`src/design/sva_pkg.sv`:
```
// Package for the sound voice allocator: field widths, stream packing offsets,
// mode bits, register indexes and the command type passed from front to back.
// No dependencies.
package sva_pkg;

    localparam int SLOT_COUNT_DEF = 16;
    localparam int QUEUE_DEPTH    = 2;

    localparam int SOUND_W = 10;
    localparam int SLOT_W  = 4;
    localparam int PAN_W   = 8;
    localparam int VOL_W   = 8;
    localparam int BASE_W  = 9;
    localparam int MODE_W  = 4;
    localparam int PRI_W   = 10;
    localparam int CL_W    = 5;

    localparam int IN_DATA_W  = 48;
    localparam int OUT_DATA_W = 32;
    localparam int CFG_IDX_W  = 8;
    localparam int CFG_DATA_W = 16;

    // input tdata offsets
    localparam int IN_SOUND_LO = 0;
    localparam int IN_END_LO   = IN_SOUND_LO + SOUND_W;
    localparam int IN_PAN_LO   = IN_END_LO + SLOT_W;
    localparam int IN_VOL_LO   = IN_PAN_LO + PAN_W;
    localparam int IN_BASE_LO  = IN_VOL_LO + VOL_W;
    localparam int IN_MODE_LO  = IN_BASE_LO + BASE_W;

    // mode bit positions
    localparam int MODE_ONE = 0;
    localparam int MODE_FEW = 1;
    localparam int MODE_CUT = 2;
    localparam int MODE_MAX = 3;

    localparam logic [CFG_IDX_W-1:0] CFG_COPY_LIMIT   = CFG_IDX_W'(0);
    localparam logic [CFG_IDX_W-1:0] CFG_TOP_PRIORITY = CFG_IDX_W'(1);

    localparam logic [CL_W-1:0]  COPY_LIMIT_RST = CL_W'(2);
    localparam logic [PRI_W-1:0] TOP_PRI_RST    = PRI_W'(1023);

    typedef struct packed {
        logic               is_end;
        logic               end_ok;
        logic [SLOT_W-1:0]  end_slot;
        logic [SOUND_W-1:0] sound;
        logic [PAN_W-1:0]   pan;
        logic [VOL_W-1:0]   vol;
        logic [PRI_W-1:0]   pri;
        logic [MODE_W-1:0]  mode;
    } cmd_t;

endpackage

```
`src/design/sva_front.sv`:
```
// Front end: accepts stream transactions, decodes the fields, computes the
// request priority and range-checks the ended slot. Depends on sva_pkg.
module sva_front #(
    parameter int SLOT_COUNT = sva_pkg::SLOT_COUNT_DEF
) (
    input  logic                             s_tvalid,
    output logic                             s_tready,
    input  logic [sva_pkg::IN_DATA_W-1:0]    s_tdata,
    input  logic                             s_tuser,
    input  logic [sva_pkg::PRI_W-1:0]        top_priority,
    output logic                             push,
    output sva_pkg::cmd_t                    push_data,
    input  logic                             full
);
    import sva_pkg::*;

    logic [BASE_W-1:0] base;

    assign s_tready = !full;
    assign push     = s_tvalid && !full;
    assign base     = s_tdata[IN_BASE_LO +: BASE_W];

    always_comb
    begin
        push_data          = '0;
        push_data.is_end   = s_tuser;
        push_data.end_slot = s_tdata[IN_END_LO +: SLOT_W];
        push_data.end_ok   = int'(push_data.end_slot) < SLOT_COUNT;
        push_data.sound    = s_tdata[IN_SOUND_LO +: SOUND_W];
        push_data.pan      = s_tdata[IN_PAN_LO +: PAN_W];
        push_data.vol      = s_tdata[IN_VOL_LO +: VOL_W];
        push_data.mode     = s_tdata[IN_MODE_LO +: MODE_W];
        if (push_data.mode[MODE_MAX])
        begin
            push_data.pri = top_priority;
        end
        else
        begin
            push_data.pri = PRI_W'(base) + PRI_W'(push_data.vol);
        end
    end

endmodule

```
`src/design/sva_queue.sv`:
```
// Short command queue between front and back end.
// Depends on sva_pkg for the command type.
module sva_queue #(
    parameter int DEPTH = sva_pkg::QUEUE_DEPTH
) (
    input  logic          clk,
    input  logic          rst_n,
    input  logic          push,
    input  sva_pkg::cmd_t push_data,
    output logic          full,
    input  logic          pop,
    output sva_pkg::cmd_t pop_data,
    output logic          empty
);
    import sva_pkg::*;

    localparam int PW = DEPTH > 1 ? $clog2(DEPTH) : 1;
    localparam int NW = $clog2(DEPTH + 1);

    cmd_t          buf_reg [DEPTH];
    logic [PW-1:0] wr_ptr_reg, wr_ptr_next;
    logic [PW-1:0] rd_ptr_reg, rd_ptr_next;
    logic [NW-1:0] cnt_reg, cnt_next;

    assign full     = cnt_reg == NW'(DEPTH);
    assign empty    = cnt_reg == '0;
    assign pop_data = buf_reg[rd_ptr_reg];

    always_comb
    begin
        wr_ptr_next = wr_ptr_reg;
        rd_ptr_next = rd_ptr_reg;
        cnt_next    = cnt_reg;
        if (push)
        begin
            wr_ptr_next = (wr_ptr_reg == PW'(DEPTH - 1)) ? '0 : wr_ptr_reg + PW'(1);
        end
        if (pop)
        begin
            rd_ptr_next = (rd_ptr_reg == PW'(DEPTH - 1)) ? '0 : rd_ptr_reg + PW'(1);
        end
        if (push && !pop)
        begin
            cnt_next = cnt_reg + NW'(1);
        end
        else if (pop && !push)
        begin
            cnt_next = cnt_reg - NW'(1);
        end
    end

    always_ff @(posedge clk or negedge rst_n)
    begin
        if (!rst_n)
        begin
            wr_ptr_reg <= '0;
            rd_ptr_reg <= '0;
            cnt_reg    <= '0;
        end
        else
        begin
            wr_ptr_reg <= wr_ptr_next;
            rd_ptr_reg <= rd_ptr_next;
            cnt_reg    <= cnt_next;
        end
    end

    always_ff @(posedge clk)
    begin
        if (push)
        begin
            buf_reg[wr_ptr_reg] <= push_data;
        end
    end

endmodule

```
`src/design/sva_back.sv`:
```
// Back end: slot table, one-entry-per-cycle scan sequencer, allocation
// decision and result register. Depends on sva_pkg.
module sva_back #(
    parameter int SLOT_COUNT = sva_pkg::SLOT_COUNT_DEF
) (
    input  logic                          clk,
    input  logic                          rst_n,
    input  sva_pkg::cmd_t                 q_data,
    input  logic                          q_empty,
    output logic                          q_pop,
    input  logic [sva_pkg::CL_W-1:0]      copy_limit,
    output logic                          m_tvalid,
    input  logic                          m_tready,
    output logic [sva_pkg::OUT_DATA_W-1:0] m_tdata
);
    import sva_pkg::*;

    localparam int IW = SLOT_COUNT > 1 ? $clog2(SLOT_COUNT) : 1;
    localparam int CW = $clog2(SLOT_COUNT + 1);
    localparam int EW = IW > SLOT_W ? IW : SLOT_W;
    localparam int KW = CW > CL_W ? CW : CL_W;
    localparam logic [IW-1:0] LAST = IW'(SLOT_COUNT - 1);

    typedef enum logic [3:0] {
        ST_IDLE   = 4'b0001,
        ST_SCAN   = 4'b0010,
        ST_FLUSH  = 4'b0100,
        ST_DECIDE = 4'b1000
    } state_t;

    state_t state_reg, state_next;
    cmd_t   cmd_reg, cmd_next;

    logic [IW-1:0]         addr_reg, addr_next;
    logic [SLOT_COUNT-1:0] used_reg, used_next;
    logic [SLOT_COUNT-1:0] playing_reg, playing_next;

    logic [SOUND_W-1:0] sound_mem [SLOT_COUNT];
    logic [PRI_W-1:0]   prio_mem  [SLOT_COUNT];
    logic [SOUND_W-1:0] rd_sound_reg;
    logic [PRI_W-1:0]   rd_prio_reg;
    logic               p_vld_reg, p_vld_next;
    logic [IW-1:0]      p_idx_reg, p_idx_next;

    logic               match_found_reg, match_found_next;
    logic [IW-1:0]      match_idx_reg, match_idx_next;
    logic               match_play_reg, match_play_next;
    logic               pm_found_reg, pm_found_next;
    logic [IW-1:0]      pm_idx_reg, pm_idx_next;
    logic [CW-1:0]      count_reg, count_next;
    logic               free_found_reg, free_found_next;
    logic [IW-1:0]      free_idx_reg, free_idx_next;
    logic               free_fresh_reg, free_fresh_next;
    logic               cand_found_reg, cand_found_next;
    logic [IW-1:0]      cand_idx_reg, cand_idx_next;
    logic [PRI_W-1:0]   cand_pri_reg, cand_pri_next;
    logic               cand_fresh_reg, cand_fresh_next;

    logic                  out_vld_reg, out_vld_next;
    logic [OUT_DATA_W-1:0] out_data_reg, out_data_next;

    logic          p_used, p_play, p_same, p_match;
    logic [EW-1:0] end_wide, slot_wide;
    logic          cut, acc, fresh, mem_we;
    logic [IW-1:0] take_idx;

    assign m_tvalid = out_vld_reg;
    assign m_tdata  = out_data_reg;

    assign p_used    = used_reg[p_idx_reg];
    assign p_play    = playing_reg[p_idx_reg];
    assign p_same    = rd_sound_reg == cmd_reg.sound;
    assign p_match   = p_used && p_same;
    assign end_wide  = EW'(q_data.end_slot);
    assign slot_wide = EW'(take_idx);
    assign cut       = cmd_reg.mode[MODE_CUT];

    // allocation decision over the scan results
    always_comb
    begin
        acc      = 1'b0;
        fresh    = 1'b0;
        take_idx = '0;
        if (cmd_reg.mode[MODE_ONE] && match_found_reg)
        begin
            if (cut || !match_play_reg)
            begin
                acc      = 1'b1;
                take_idx = match_idx_reg;
            end
        end
        else if (cmd_reg.mode[MODE_FEW] && (KW'(count_reg) >= KW'(copy_limit)))
        begin
            if (cut && pm_found_reg)
            begin
                acc      = 1'b1;
                take_idx = pm_idx_reg;
            end
        end
        else if (free_found_reg)
        begin
            acc      = 1'b1;
            take_idx = free_idx_reg;
            fresh    = free_fresh_reg;
        end
        else if (cand_found_reg)
        begin
            acc      = 1'b1;
            take_idx = cand_idx_reg;
            fresh    = cand_fresh_reg;
        end
    end

    always_comb
    begin
        state_next       = state_reg;
        cmd_next         = cmd_reg;
        addr_next        = addr_reg;
        used_next        = used_reg;
        playing_next     = playing_reg;
        p_vld_next       = (state_reg == ST_SCAN);
        p_idx_next       = addr_reg;
        match_found_next = match_found_reg;
        match_idx_next   = match_idx_reg;
        match_play_next  = match_play_reg;
        pm_found_next    = pm_found_reg;
        pm_idx_next      = pm_idx_reg;
        count_next       = count_reg;
        free_found_next  = free_found_reg;
        free_idx_next    = free_idx_reg;
        free_fresh_next  = free_fresh_reg;
        cand_found_next  = cand_found_reg;
        cand_idx_next    = cand_idx_reg;
        cand_pri_next    = cand_pri_reg;
        cand_fresh_next  = cand_fresh_reg;
        out_vld_next     = out_vld_reg;
        out_data_next    = out_data_reg;
        q_pop            = 1'b0;
        mem_we           = 1'b0;

        if (p_vld_reg)
        begin
            if (p_match && !match_found_reg)
            begin
                match_found_next = 1'b1;
                match_idx_next   = p_idx_reg;
                match_play_next  = p_play;
            end
            if (p_match && p_play)
            begin
                count_next = count_reg + CW'(1);
                if (!pm_found_reg)
                begin
                    pm_found_next = 1'b1;
                    pm_idx_next   = p_idx_reg;
                end
            end
            if (!free_found_reg)
            begin
                if (!p_used || !p_play)
                begin
                    free_found_next = 1'b1;
                    free_idx_next   = p_idx_reg;
                    free_fresh_next = !p_used || !p_same;
                end
                else if (((rd_prio_reg < cmd_reg.pri) || (p_same && cut)) &&
                         (!cand_found_reg || (rd_prio_reg < cand_pri_reg)))
                begin
                    cand_found_next = 1'b1;
                    cand_idx_next   = p_idx_reg;
                    cand_pri_next   = rd_prio_reg;
                    cand_fresh_next = !p_same;
                end
            end
        end

        if (out_vld_reg && m_tready)
        begin
            out_vld_next = 1'b0;
        end

        unique case (state_reg)
            ST_IDLE:
            begin
                if (!q_empty)
                begin
                    q_pop = 1'b1;
                    if (q_data.is_end)
                    begin
                        if (q_data.end_ok)
                        begin
                            playing_next[end_wide[IW-1:0]] = 1'b0;
                        end
                    end
                    else
                    begin
                        cmd_next         = q_data;
                        addr_next        = '0;
                        match_found_next = 1'b0;
                        pm_found_next    = 1'b0;
                        count_next       = '0;
                        free_found_next  = 1'b0;
                        cand_found_next  = 1'b0;
                        state_next       = ST_SCAN;
                    end
                end
            end
            ST_SCAN:
            begin
                addr_next = addr_reg + IW'(1);
                if (addr_reg == LAST)
                begin
                    state_next = ST_FLUSH;
                end
            end
            ST_FLUSH:
            begin
                state_next = ST_DECIDE;
            end
            ST_DECIDE:
            begin
                if (!out_vld_reg || m_tready)
                begin
                    out_vld_next = 1'b1;
                    state_next   = ST_IDLE;
                    if (acc)
                    begin
                        used_next[take_idx]    = 1'b1;
                        playing_next[take_idx] = 1'b1;
                        mem_we                 = 1'b1;
                        out_data_next = {cmd_reg.vol, cmd_reg.pan, cmd_reg.sound, fresh,
                                         slot_wide[SLOT_W-1:0], 1'b1};
                    end
                    else
                    begin
                        out_data_next = '0;
                    end
                end
            end
            default:
            begin
                state_next = ST_IDLE;
            end
        endcase
    end

    always_ff @(posedge clk or negedge rst_n)
    begin
        if (!rst_n)
        begin
            state_reg       <= ST_IDLE;
            cmd_reg         <= '0;
            addr_reg        <= '0;
            used_reg        <= '0;
            playing_reg     <= '0;
            p_vld_reg       <= 1'b0;
            p_idx_reg       <= '0;
            match_found_reg <= 1'b0;
            match_idx_reg   <= '0;
            match_play_reg  <= 1'b0;
            pm_found_reg    <= 1'b0;
            pm_idx_reg      <= '0;
            count_reg       <= '0;
            free_found_reg  <= 1'b0;
            free_idx_reg    <= '0;
            free_fresh_reg  <= 1'b0;
            cand_found_reg  <= 1'b0;
            cand_idx_reg    <= '0;
            cand_pri_reg    <= '0;
            cand_fresh_reg  <= 1'b0;
            out_vld_reg     <= 1'b0;
            out_data_reg    <= '0;
        end
        else
        begin
            state_reg       <= state_next;
            cmd_reg         <= cmd_next;
            addr_reg        <= addr_next;
            used_reg        <= used_next;
            playing_reg     <= playing_next;
            p_vld_reg       <= p_vld_next;
            p_idx_reg       <= p_idx_next;
            match_found_reg <= match_found_next;
            match_idx_reg   <= match_idx_next;
            match_play_reg  <= match_play_next;
            pm_found_reg    <= pm_found_next;
            pm_idx_reg      <= pm_idx_next;
            count_reg       <= count_next;
            free_found_reg  <= free_found_next;
            free_idx_reg    <= free_idx_next;
            free_fresh_reg  <= free_fresh_next;
            cand_found_reg  <= cand_found_next;
            cand_idx_reg    <= cand_idx_next;
            cand_pri_reg    <= cand_pri_next;
            cand_fresh_reg  <= cand_fresh_next;
            out_vld_reg     <= out_vld_next;
            out_data_reg    <= out_data_next;
        end
    end

    // slot sound and priority table, one write and one registered read port
    always_ff @(posedge clk)
    begin
        if (mem_we)
        begin
            sound_mem[take_idx] <= cmd_reg.sound;
            prio_mem[take_idx]  <= cmd_reg.pri;
        end
        if (state_reg == ST_SCAN)
        begin
            rd_sound_reg <= sound_mem[addr_reg];
            rd_prio_reg  <= prio_mem[addr_reg];
        end
    end

endmodule

```
`src/design/sound_voice_allocator.sv`:
```
// Top level of the sound voice allocator: configuration registers, front end,
// command queue and back end. Depends on sva_pkg, sva_front, sva_queue, sva_back.
//
//  channel | signals                          | carries
//  --------+----------------------------------+------------------------------
//  s_      | s_tvalid s_tready s_tdata s_tuser| play request / voice ended
//  m_      | m_tvalid m_tready m_tdata        | allocation result per play
//  cfg_    | cfg_valid cfg_ready cfg_index    | register writes, always ready
//          | cfg_data                         |
//
// A play request is handled in the back end by a scan of the slot table, one entry
// per cycle through its read port, followed by a flush state and a decide state.
// A voice-ended transaction is handled in the idle state and gives no result.
// The queue holds QUEUE_DEPTH commands; input stalls only when it is full.
// A stalled result holds in its output register; the next decision waits on it.
// Reset clears slot state and loads copy_limit 2, top_priority 1023.
module sound_voice_allocator #(
    parameter int SLOT_COUNT = sva_pkg::SLOT_COUNT_DEF
) (
    input  logic                              clk,
    input  logic                              rst_n,
    input  logic                              s_tvalid,
    output logic                              s_tready,
    // sound_id[9:0] end_slot[13:10] pan[21:14] volume[29:22]
    // base_priority[38:30] mode_flags[42:39], zero fill above
    input  logic [sva_pkg::IN_DATA_W-1:0]     s_tdata,
    // action
    input  logic                              s_tuser,
    output logic                              m_tvalid,
    input  logic                              m_tready,
    // accepted[0] slot[4:1] new_voice[5] out_sound[15:6] out_pan[23:16]
    // out_volume[31:24]
    output logic [sva_pkg::OUT_DATA_W-1:0]    m_tdata,
    input  logic                              cfg_valid,
    output logic                              cfg_ready,
    input  logic [sva_pkg::CFG_IDX_W-1:0]     cfg_index,
    input  logic [sva_pkg::CFG_DATA_W-1:0]    cfg_data
);
    import sva_pkg::*;

    logic [CL_W-1:0]  copy_limit_reg;
    logic [PRI_W-1:0] top_pri_reg;
    logic             push, full, pop, empty;
    cmd_t             push_data, pop_data;

    assign cfg_ready = 1'b1;

    always_ff @(posedge clk or negedge rst_n)
    begin
        if (!rst_n)
        begin
            copy_limit_reg <= COPY_LIMIT_RST;
            top_pri_reg    <= TOP_PRI_RST;
        end
        else if (cfg_valid)
        begin
            unique case (cfg_index)
                CFG_COPY_LIMIT:   copy_limit_reg <= cfg_data[CL_W-1:0];
                CFG_TOP_PRIORITY: top_pri_reg    <= cfg_data[PRI_W-1:0];
                default:          ;
            endcase
        end
    end

    sva_front #(
        .SLOT_COUNT(SLOT_COUNT)
    ) u_front (
        .s_tvalid    (s_tvalid),
        .s_tready    (s_tready),
        .s_tdata     (s_tdata),
        .s_tuser     (s_tuser),
        .top_priority(top_pri_reg),
        .push        (push),
        .push_data   (push_data),
        .full        (full)
    );

    sva_queue #(
        .DEPTH(QUEUE_DEPTH)
    ) u_queue (
        .clk      (clk),
        .rst_n    (rst_n),
        .push     (push),
        .push_data(push_data),
        .full     (full),
        .pop      (pop),
        .pop_data (pop_data),
        .empty    (empty)
    );

    sva_back #(
        .SLOT_COUNT(SLOT_COUNT)
    ) u_back (
        .clk       (clk),
        .rst_n     (rst_n),
        .q_data    (pop_data),
        .q_empty   (empty),
        .q_pop     (pop),
        .copy_limit(copy_limit_reg),
        .m_tvalid  (m_tvalid),
        .m_tready  (m_tready),
        .m_tdata   (m_tdata)
    );

endmodule

```
`config.mk`:
```
export PLATFORM = sky130hd
export DESIGN_NAME = sound_voice_allocator
export DESIGN_NICKNAME = d
export VERILOG_FILES = /design/src/design/sva_pkg.sv /design/src/design/sva_front.sv /design/src/design/sva_queue.sv /design/src/design/sva_back.sv /design/src/design/sound_voice_allocator.sv
export SDC_FILE = /design/constraint.sdc
export NUM_CORES = 1
export LEC_CHECK = 0
export ABC_CLOCK_PERIOD_IN_PS = 9400
export BUFFER_PORTS_ARGS = -buffer_cell sky130_fd_sc_hd__buf_2
export CAP_MARGIN = 40
export CORE_MARGIN = 2
export CORE_UTILIZATION = 40
export CTS_BUF_LIST = sky130_fd_sc_hd__clkbuf_4 sky130_fd_sc_hd__clkbuf_8
export CTS_CLUSTER_SIZE = 16
export DETAILED_ROUTE_END_ITERATION = 8
export PLACE_DENSITY = 0.61
export SKIP_CTS_REPAIR_TIMING = 1
export SYNTH_ARGS = -nofsm -noshare
export SYNTH_HDL_FRONTEND = slang
export SYNTH_SLANG_ARGS = --single-unit
export TNS_END_PERCENT = 10
```
`constraint.sdc`:
```
create_clock -name clk -period 9.4 [get_ports clk]
set_clock_uncertainty 0.15 [all_clocks]
set_input_delay 0.47 -clock clk [delete_from_list [all_inputs] [get_ports clk]]
set_output_delay 0.47 -clock clk [all_outputs]
set_load 0.005 [all_outputs]
```
-- Word level (Yosys, flattened, before mapping)
Memories as Yosys holds them, arrays and structs flattened. A register that Yosys moved wholly into a read port is not among the register bits.
Index checks and enable logic that the tools add are counted.
- memory bits (writable): 410
- input bits: 78
- word-level logic and storage cells: 204
- register bits: 174
- output and inout port bits: 35
- memories kept: 3
- $add $sub $neg: 7
- eq/ne operators: 15
- reduce and logical (&&, ||, !) cells: 47
- muxes and demuxes: 84
- bitwise operators: 9
- magnitude comparators: 8
- memory list (memory ; depth ; width ; read ports ; clocked after Yosys merged registers in ; wr ports ; RTL line ; source):
    u_back.prio_mem ; 16 ; 10 ; 1 ; 1 ; 1 ; sva_back.sv:39 ; logic [PRI_W-1:0] prio_mem [SLOT_COUNT];
    u_back.sound_mem ; 16 ; 10 ; 1 ; 1 ; 1 ; sva_back.sv:38 ; logic [SOUND_W-1:0] sound_mem [SLOT_COUNT];
    u_queue.buf_reg ; 2 ; 45 ; 1 ; 0 ; 1 ; sva_queue.sv:20 ; cmd_t buf_reg [DEPTH];
- operators with widths (cell ; number):
    $mux W16 ; 5
    $mux W1 ; 51
    $mux W4 ; 12
    $mux W32 ; 1
    $or A16 B16 Y16 ; 2
    $pmux W16 S2 ; 1
    $mux W5 ; 5
    $lt A10 B10 Y1 ; 2
    $and A16 B16 Y16 ; 1
    $not A16 Y16 ; 1
    $pmux W4 S4 ; 1
    $lt A4 B5 Y1 const B ; 3
    $reduce_and A3 Y1 ; 5
    $logic_and A1 B1 Y1 ; 14
    $add A9 B8 Y10 ; 1
    $eq A10 B10 Y1 ; 1
    $logic_not A1 Y1 ; 10
    $mux W10 ; 1
    $bmux W1 S4 ; 2
    $demux W1 S4 ; 2
    $eq A4 B4 Y1 const B ; 2
    $eq A8 B1 Y1 const B ; 1
    $ge A4 B1 Y1 const B ; 2
    $logic_not A8 Y1 ; 1
    21 further kinds ; 43

-- Longest topological paths before layout
Gate-level depths: netlist (run 1).
- word-level depth: 12
- mapped depth: 10
- depth with buffers taken out: 10

-- Cells and area by module
A second synthesis (run 1) with hierarchy kept.
- cells, all modules: 1431
- area total of the unflattened synthesis: 25062.8 um2
- by module, submodules not included (module ; times used ; cells an instance ; area an instance (um2) ; seq. area each (um2)):
    sva_back ; 1 ; 1127 ; 19952.9 ; 14089.8
    sva_queue ; 1 ; 159 ; 3629.7 ; 2862.7
    sva_front ; 1 ; 108 ; 809.5 ; 0.0
    sound_voice_allocator ; 1 ; 37 ; 670.6 ; 389.1

-- Worst setup path before layout (run 1)
Ideal clock, no wire load.
- path kind: register to register
- start: register copy_limit_reg[1]
- end: memory u_back.prio_mem[8][0] (enable)
- arrival: 3.570 ns
- buffers on the path: 0
- required time: 8.819 ns
- path slack: 5.249 ns
- period minus slack after synthesis: 4.151 ns
- setup time: 0.431 ns
- stages on the path, launching flop included: 9
- path through: dfstp_2 inv_1 ha_1 nand2_1 o21a_1 o21ai_1 a221oi_1 nor3_1 nor3b_1
- longest elaborated chain between the ends: 9
- elaborated cells between the ends (all ways): 11
- those cells by class: 1 x order compare; 9 x mux; 1 x reduce/logical
- RTL lines (element ; RTL line ; source):
    from (decl) ; sound_voice_allocator.sv:41 ; logic [CL_W-1:0] copy_limit_reg;
    from (signal assigned) ; sound_voice_allocator.sv:58 ; CFG_COPY_LIMIT: copy_limit_reg <= cfg_data[CL_W-1:0];
    $ge A5 B5 Y1 * ; sva_back.sv:92 ; else if (cmd_reg.mode[MODE_FEW] && (KW'(count_reg) >= KW'(copy_limit)))
    $logic_and A1 B1 Y1 * ; sva_back.sv:92 ;
    $mux W1 ; sva_back.sv:92 ;
    $mux W1 ; sva_back.sv:84 ; if (cmd_reg.mode[MODE_ONE] && match_found_reg)
    $mux W1 ; sva_back.sv:226 ; if (acc)
    $mux W1 ; sva_back.sv:222 ; if (!out_vld_reg || m_tready)
    $mux W1 ; sva_back.sv:182 ; unique case (state_reg)
    $mux W1 ; sva_back.sv:304 ; if (mem_we)
    $mux W1 (not written as such) ; sva_back.sv:307 ; prio_mem[take_idx] <= cmd_reg.pri;
    to (decl) ; sva_back.sv:39 ;
Mark *: on every way between the ends. The rest lies on a longest branch, timed or not.

-- Worst setup path in the final report (run 1)
- start: register copy_limit_reg[1]
- end: memory u_back.prio_mem[5][3] (enable)
The elaborated chain is that of the path after synthesis.

==> run metrics, run 1 <==
status=complete, but fails checks; failing checks=hold timing; GRT Total Usage=0.177; CP max-delay cell=nor2_2; Rows=90; sequential fraction of the synthesis area=0.712; core area=60,000 um2; Synth cell types=69; Remaining DRCs=0; overall power=7.18 mW; worst path cell trace=inv_1 > ha_1 > a21oi_1 > o21a_1 > o21ai_1 > a221oi_1 > nand3_1 > nor2_2 > buf_4; CP Class=reg2reg; synth warn=0; Die W=250 um; CTS Buf Count=91; drt first pass iters=6; HP Class=in2reg; Leakage=10.5 nW; Synth area leader=edfxtp_1; Vias=13.3k; Detailed Route WL=54,100 um; area share of the largest cell type after synthesis=0.532; CP Data Arrival Time=4.21 ns; Worst setup SP type=register; Placer Congestion=0.788; setup TNS=0 ns; CTS HTree Levels=3; io pins=113; first-pass GRT wire length=82,800 um; met1 Usage GRT=0.227; Syn Area/Cell=16.8 um2; post-place setup slack=5.37 ns; CP max FO=14; CP endpoint kind=register; syn nets=1,550; Initial Util=0.403; Max Fclk=248 MHz; CP max stage delay=0.68 ns; Final nets=1,767; CP required=9.57 ns; Clock Latency Late Sink=0.66 ns; FILL cells=5,124; Tcrit/Tclk final=0.429; min Tclk post-route=4.04 ns; Max Root-Sink Buffers=3; synth top area cells=edfxtp_1 53%, dfrtp_1 17%, mux4_2 10%; Slew @ Worst Pin=0.862 ns; ys async rst share=0.289; Most Crowded Layer GR=met2; largest net degree at the start of global routing=63; RSZ-0062 raised after global routing=false; clk slew on worst S/H paths=0.07 ns; M3 GR Usage=0.0335; Root Buffer=clkbuf_8; worst vdd ir=0.000137 V; Relative slew margins=0.426; Main synth FF type=edfxtp_1; DIE HEIGHT=250 um; Slew Limit Fails=0; area delta synth->final=17.0%; post-detail-place hpwl=32,400 um; CTS Sinks=602; Port Buf Inserts=100; TritonCTS clock tree=yes; Syn Std Cell Area=24,200 um2; Final setup viols=0; share of layout cells above drive strength 1=0.281; met2 Usage GRT=0.296; cell family with most CP delay=compound AO/OA/AOI/OAI gates; die area=62,400 um2; post-synthesis cell count=1,437; # diodes=0; max_cap viols=0; total grt overflow=0; vias in the first global route=13.8k; Hold Slack=-0.00123 ns; 1st-iter DRT viols=978; Via density=5.28; PnR worst setup slack=5.36 ns; Yosys reg bits=602; setup slack, reg-to-reg=5.36 ns; CP bufs+invs=2; initial antenna violation count=1; pwr dens=254 nW/um2; Final Hold Viols=1; wire per inst=21.6 um; number of routed nets with antenna violations=0; EDFF count, synth=428
cell families (layout without fill, tap and decap cells):
group                    Yosys count  in the layout  synth area share
flip-flops                       602            602             0.712
buffers and inverters            101            391            0.0164
other                              1              1          0.000155
adder cells (fa/ha/maj)           35             35            0.0184
multiplexers                     194            194             0.139
XOR/XNOR                          27             27           0.00978
AND/OR/NAND/NOR                  291            291            0.0552
AO/OA/AOI/OAI                    186            186            0.0486
final timing paths:
check / startpoint / end / cells past startpoint
min in group asynchronous: rst_n / u_back.count_reg[1] / 2
setup reg to reg: copy_limit_reg[1] / u_back.prio_mem[5][3] / 9
max in group asynchronous: rst_n / u_back.addr_reg[0] / 3
setup / recovery: copy_limit_reg[1] / u_back.prio_mem[5][3] / 9
hold reg to reg: u_back.m_tdata[14] / u_back.m_tdata[14] / 2
hold / removal: m_tready / u_back.m_tvalid / 3
per-layer routing:
layer,part of all wire,vias to the layer above
li1,-,5963
met1,0.42,6796
met2,0.50,385
met3,0.054,110
met4,0.032,2
met5,0.00020,-
cell usage in the layout, fill, tap and decap left out, types with 45 or more instances in the layout:
master,count
mux4_2,109
a21oi_1,56
o21ai_0,54
edfxtp_1,428
dfrtp_1,159
dlygate4sd3_1,45
buf_2,99
nor2_1,77
nand2_1,106
clkbuf_8,98
cell usage after synthesis, drive strengths merged (5+ instances only):
cell type / count
mux2: 43
dfstp: 12
buf: 16
nor3: 8
o21ai: 55
edfxtp: 428
a21oi: 56
mux2i: 42
or2: 11
and2: 6
nand3: 19
a21o: 17
nor2b: 7
xnor2: 8
xor2: 19
dfrtp: 162
o21bai: 5
nand4: 5
clkbuf: 44
nand3b: 5
mux4: 109
o211ai: 6
inv: 41
nor2: 90
nand2: 107
ha: 34
o21a: 6
nand2b: 14
power breakdown:
group          switching, mW  total, mW  internal (mW)  leakage (nW)
sequential             0.367       3.70           3.33          6.07
combinational          0.709       1.33          0.618          3.41
clock                  0.997       2.15           1.16         0.982
total                   2.07       7.18           5.11          10.5
per-stage QoR:
stage | instance area [um2] | utilization | std cells | hold slack, ns
2_1_floorplan | 24200 | - | 1437 | 0.0244
3_3_place_gp | 25700 | 0.429 | 2287 | 0.290
3_5_place_dp | 26000 | 0.433 | 2298 | 0.300
4_1_cts | 27800 | 0.464 | 2464 | -0.375
5_1_grt | 28300 | 0.471 | 2509 | 0.00883
6_report | 28300 | 0.471 | 2509 | -0.00123
worst min-delay path, stage by stage:
cell,delay (ns)
buf_2,0.09
nand2b_1,0.15
nand2_1,0.07
area by class of cell:
class | count | area, um2 | share of cell area
timing repair buffer | 184 | 1440 | 0.0508
tap | 782 | 978 | 0.0346
sequential | 602 | 17200 | 0.609
inverter | 41 | 154 | 0.00544
multi-input combinational | 734 | 6650 | 0.235
clock inverter | 41 | 275 | 0.00974
clock buffer | 125 | 1550 | 0.0549
No activity file was read; power rests on OpenSTA's default activity.
==> inputs of run 2 (changes only) <==
- ABC_AREA: default -> 1
- ABC_CLOCK_PERIOD_IN_PS: 9400 -> 3340
- PLACE_DENSITY: 0.61 -> 0.63
- clock period: 9.4 -> 3.34 ns (I/O delays scaled with it)
==> run metrics, run 2 <==
status=complete, but fails checks; failing checks=hold timing; Seq pwr share=0.460; CTS Sinks=602; most instantiated cells after synthesis=428 x edfxtp_1, 410 x nand2_1, 289 x nor2_1; Comb pwr share=0.278; most common cell in the netlist=edfxtp_1; Syn Std Cell Area=24,800 um2; first-pass GRT wire length=92,300 um; worst vdd ir=0.000582 V; area share of the largest cell type after synthesis=0.519; Slew @ Worst Pin=0.751 ns; Synth cell types=45; Inst Count DP=2,989; Vias=17.0k; HP Class=in2reg; core area=61,500 um2; post-synthesis simple-gate area fraction=0.134; synth warn=0; total grt overflow=0; post-detail-place hpwl=38,200 um; largest family of logic cells by synthesized area=simple AND/OR/NAND/NOR gates; Port Buf Inserts=100; TritonCTS clock tree=yes; Relative slew margins=0.498; DIE HEIGHT=253 um; Max Root-Sink Buffers=3; sequential fraction of the synthesis area=0.695; post-synthesis cell count=2,137; CP Data Arrival Time=3.21 ns; setup TNS=0 ns; fin cells=3,216; Main synth FF type=edfxtp_1; ys async rst share=0.289; Rows=91; Max Fclk=329 MHz; Synth Area in Adders=0.0180; initial antenna violation count=0; Initial Util=0.403; max_cap viols=0; CP required=3.51 ns; Worst setup SP type=register; most common cell after layout, fill and taps aside=edfxtp_1; Hold Slack=-0.0311 ns; CP max FO=20; Remaining DRCs=0; largest net degree at the start of global routing=127; Sw Pwr=8.08 mW; Detailed Route WL=60,500 um; CTS HTree Levels=3; GRT Total Usage=0.187; Leakage=11.4 nW; min Tclk post-route=3.04 ns; Slew Limit Fails=0; Tcrit/Tclk final=0.911; clock share of power=0.262; area delta synth->final=16.9%; Die W=253 um; clk slew on worst S/H paths=0.06 ns; FILL cells=5,558; Sw Share=0.352; Compound-Gate Fraction of Synth Area=0.0948; Final setup viols=0; pwr dens=793 nW/um2; post-place setup slack=0.296 ns; Final Hold Viols=5; CTS Buf Count=91; CP max stage delay=0.53 ns; wire per inst=18.8 um; RSZ-0062 raised after global routing=false; number of routed nets with antenna violations=0; Yosys reg bits=602; syn nets=2,250; area share of xor/xnor cells in the synthesized design=0.00283; Placer Congestion=0.907; Clock Latency Late Sink=0.66 ns; CP Class=reg2reg; most frequent CP cell=nand2_1; Root Buffer=clkbuf_8; drt first pass iters=5; 1st-iter DRT viols=1,297; worst path cell trace=inv_1 > ha_1 > nand2_1 > nor2_1 > nand2_1 > nand3_2 > nand2_1 > nand2_1 > nand3_1 > nand2_1 > nor2_1 > nand2_1 > nor2_2 > buf_4; most frequent cells in the layout=428 x edfxtp_1, 410 x nand2_1, 275 x nor2_1; Syn Area/Cell=11.6 um2; cell family with most CP delay=simple AND/OR/NAND/NOR gates; CP max-delay cell=dfstp_2; PnR worst setup slack=0.297 ns; post-synthesis mux area share=0.0160; Synth area leader=edfxtp_1; share of layout cells above drive strength 1=0.155; CP endpoint kind=register; EDFF count, synth=428; # diodes=0; vias in the first global route=16.2k; Via density=5.27; Final nets=2,461; CP bufs+invs=2; io pins=113; synth top area cells=edfxtp_1 52%, dfrtp_1 16%, nand2_1 6.2%; die area=64,000 um2; Int Power=14.9 mW
==> run 2: cell count changes after synthesis, sizes merged, moves of 38 or more <==
cell   previous run  this run
a31oi             2        40
inv              41       138
mux2             43         5
mux4            109         0
nand2           107       413
nand3            19        94
nor2             90       291
o21ai            55       215
o32ai             3        46
==> run 2: worst paths after layout <==
path	from	end	slack, ns	cells past startpoint
min in group asynchronous	rst_n	u_back.free_found_reg	0.51	4
min	s_tdata[33]	u_queue.buf_reg[1][7]	-0.03	4
max reg2reg	copy_limit_reg[1]	u_back.sound_mem[1][4]	0.30	14
min reg2reg	u_back.addr_reg[3]	u_back.p_idx_reg[3]	0.30	0
max in group asynchronous	rst_n	top_pri_reg[0]	2.03	4
max	copy_limit_reg[1]	u_back.sound_mem[1][4]	0.30	14
==> run 2: routing by layer <==
metal / track usage / wire (um)
met1: 0.253 / 26200
met2: 0.303 / 28800
met3: 0.0344 / 3990
met4: 0.0666 / 1510
met5: 0 / 0
==> run 2: layout make-up <==
| cell class | count | area (um2) | area share |
|---|---|---|---|
| sequential | 602 | 17200 | 0.595 |
| multi-input combinational | 1292 | 6640 | 0.229 |
| timing repair buffer | 223 | 1770 | 0.0610 |
| clock buffer | 140 | 1680 | 0.0579 |
| tap | 790 | 988 | 0.0341 |
| inverter | 138 | 519 | 0.0179 |
| clock inverter | 31 | 149 | 0.00514 |
==> run 2: stage by stage <==
stage	area [um2]	util	total power [mW]
after floorplan	24800	-	14.5
after global placement	26500	0.432	16.8
after detailed placement	26600	0.432	17.0
after CTS	28400	0.462	23.0
after global routing	29000	0.471	24.3
final	29000	0.471	23.0
==> run 2: logic make-up after synthesis <==
family / count (synthesis)
compound gates: 387
xor+xnor: 8
fa+ha+maj: 35
buf+inv: 243
flops: 602
mux: 39
other cells: 1
simple gates: 822
==> run 2: worst min-delay path: cells and delay by family <==
kind,cells,cell delay [ns]
AO/OA/AOI/OAI,1,0.13
adder cells (fa/ha/maj),1,0.20
AND/OR/NAND/NOR,1,0.09
buffers and inverters,1,0.08
==> run 2: power groups by stage <==
stage	Clock [mW]	Combinational (mW)	Sequential, mW
2_1_floorplan	0	3.94	10.5
4_1_cts	6.15	6.35	10.5
5_1_grt	6.46	7.13	10.7
3_5_place_dp	0	6.34	10.7
6_report	6.02	6.38	10.6
3_3_place_gp	0	6.10	10.7
==> inputs of run 3 (changes only) <==
- ABC_AREA: 1 -> default
- ABC_CLOCK_PERIOD_IN_PS: 3340 -> 3800
- MAX_ROUTING_LAYER: default -> met4
- PLACE_DENSITY: 0.63 -> 0.61
- clock period: 3.34 -> 3.8 ns (I/O delays scaled with it)
==> run metrics, run 3 (synthesis gave the netlist of run 1 again) <==
status=complete, but fails checks; failing checks=hold timing; post-place setup slack=0.425 ns; CP max-delay cell=dfstp_2; CTS Buf Count=92; largest net degree at the start of global routing=83; setup slack, reg-to-reg=0.44 ns; post-detail-place hpwl=32,600 um; Remaining DRCs=0; GRT Total Usage=0.180; PnR worst setup slack=0.436 ns; worst path cell trace=inv_1 > ha_1 > a21oi_1 > o21a_1 > o21ai_1 > a311oi_1 > o21ai_0 > buf_4 > nor2b_2 > buf_4; area of the multi-input gates=6630 um2; # diodes=0; Die W=250 um; initial antenna violation count=0; Worst setup startpoint=copy_limit_reg[1]; Hold Slack=-0.00244 ns; setup TNS=0 ns; worst vdd ir=0.000387 V; Max Root-Sink Buffers=3; first-pass GRT wire length=82,200 um; min Tclk post-route=3.36 ns; Tcrit/Tclk final=0.885; Root Buffer=clkbuf_8; clk slew on worst S/H paths=0.06 ns; max_cap viols=0; Clock Latency Late Sink=0.68 ns; path depth of the worst reg2reg path=10; Detailed Route WL=54,300 um; wire per inst=21.2 um; FILL cells=5,070; Final nets=1,816; number of routed nets with antenna violations=0; Relative slew margins=0.516; most frequent cells in the layout=428 x edfxtp_1, 159 x dfrtp_1, 109 x mux4_2; io pins=113; Final setup viols=0; 1st-iter DRT viols=904; reg2reg start=copy_limit_reg[1]; DIE HEIGHT=250 um; CP required=3.95 ns; TritonCTS clock tree=yes; Max Fclk=297 MHz; Setup crit end=u_back.prio_mem[9][2]; CP max FO=22; Slew @ Worst Pin=0.724 ns; Via density=5.23; CP endpoint kind=register; vias in the first global route=13.8k; most frequent CP cell=buf_4; core area=60,000 um2; total grt overflow=0; HP Class=in2reg; Rows=90; Final Hold Viols=2; worst flop-to-flop path endpoint=u_back.prio_mem[9][2]; CTS Sinks=602; Initial Util=0.403; CP max stage delay=0.51 ns; Slew Limit Fails=0; Leakage=10.7 nW; CP Class=reg2reg; Reg area=17,200 um2; Worst setup SP type=register; most common cell after layout, fill and taps aside=edfxtp_1; Port Buf Inserts=100; pwr dens=631 nW/um2; area delta synth->final=19.0%; RSZ-0062 raised after global routing=false; share of layout cells above drive strength 1=0.290; Placer Congestion=0.843; CTS HTree Levels=3; drt first pass iters=5; die area=62,400 um2; CP Data Arrival Time=3.51 ns; Vias=13.4k
[run 3: worst min path at each step]
| stage | to | startpoint | cells after the start |
|---|---|---|---|
| floorplan | copy_limit_reg[0] | rst_n | 0 |
| global placement | u_back.cmd_reg[0] | rst_n | 1 |
| detailed placement | u_back.cmd_reg[0] | rst_n | 1 |
| CTS | u_back.match_idx_reg[0] | rst_n | 1 |
| global route | u_queue.buf_reg[0][9] | s_tdata[35] | 4 |
| finish | u_queue.buf_reg[0][9] | s_tdata[35] | 4 |
[run 3: routing by layer]
metal  up-vias  routed length, um  global-route usage  share of wire
met3       104               2850              0.0319          0.053
li1       6063                  -                   -              -
met5         -                  0                   -              0
met2       390              27100               0.293           0.50
met4         0               1330              0.0613          0.025
met1      6854              23000               0.228           0.42
[run 3: report_power, final]
part | internal (mW) | switching, mW
Combinational | 1.67 | 2.20
Sequential | 8.24 | 0.526
Clock | 3.02 | 2.51
Total | 12.9 | 5.23
[run 3: final cells by class]
| cell class | count | area share |
|---|---|---|
| flip-flops and latches | 602 | 0.599 |
| multi-input cells | 734 | 0.230 |
| repair buffers | 232 | 0.0644 |
| clock buffers | 125 | 0.0541 |
| well taps | 782 | 0.0340 |
| clock inverters | 47 | 0.0127 |
| inverters | 41 | 0.00535 |
[run 3: critical path: cells and delay by family (launching register included)]
family / cells / cell delay (ns)
buffers and inverters: 3 / 0.70
adders and majority gates: 1 / 0.19
DFF: 1 / 0.51
AOI/OAI and AO/OA: 5 / 1.31
and+or+nand+nor: 1 / 0.10
[run 3: stage by stage]
stage	hold WS (ns)	cells	area [um2]	utilization	total power [mW]
6_report	-0.00244	2563	28800	0.479	18.2
3_5_place_dp	0.0231	2328	26200	0.436	12.8
3_3_place_gp	0.222	2325	26100	0.436	12.6
4_1_cts	-0.708	2500	28100	0.469	18.3
2_1_floorplan	-0.256	1437	24200	-	11.3
5_1_grt	0.0259	2563	28800	0.479	19.1
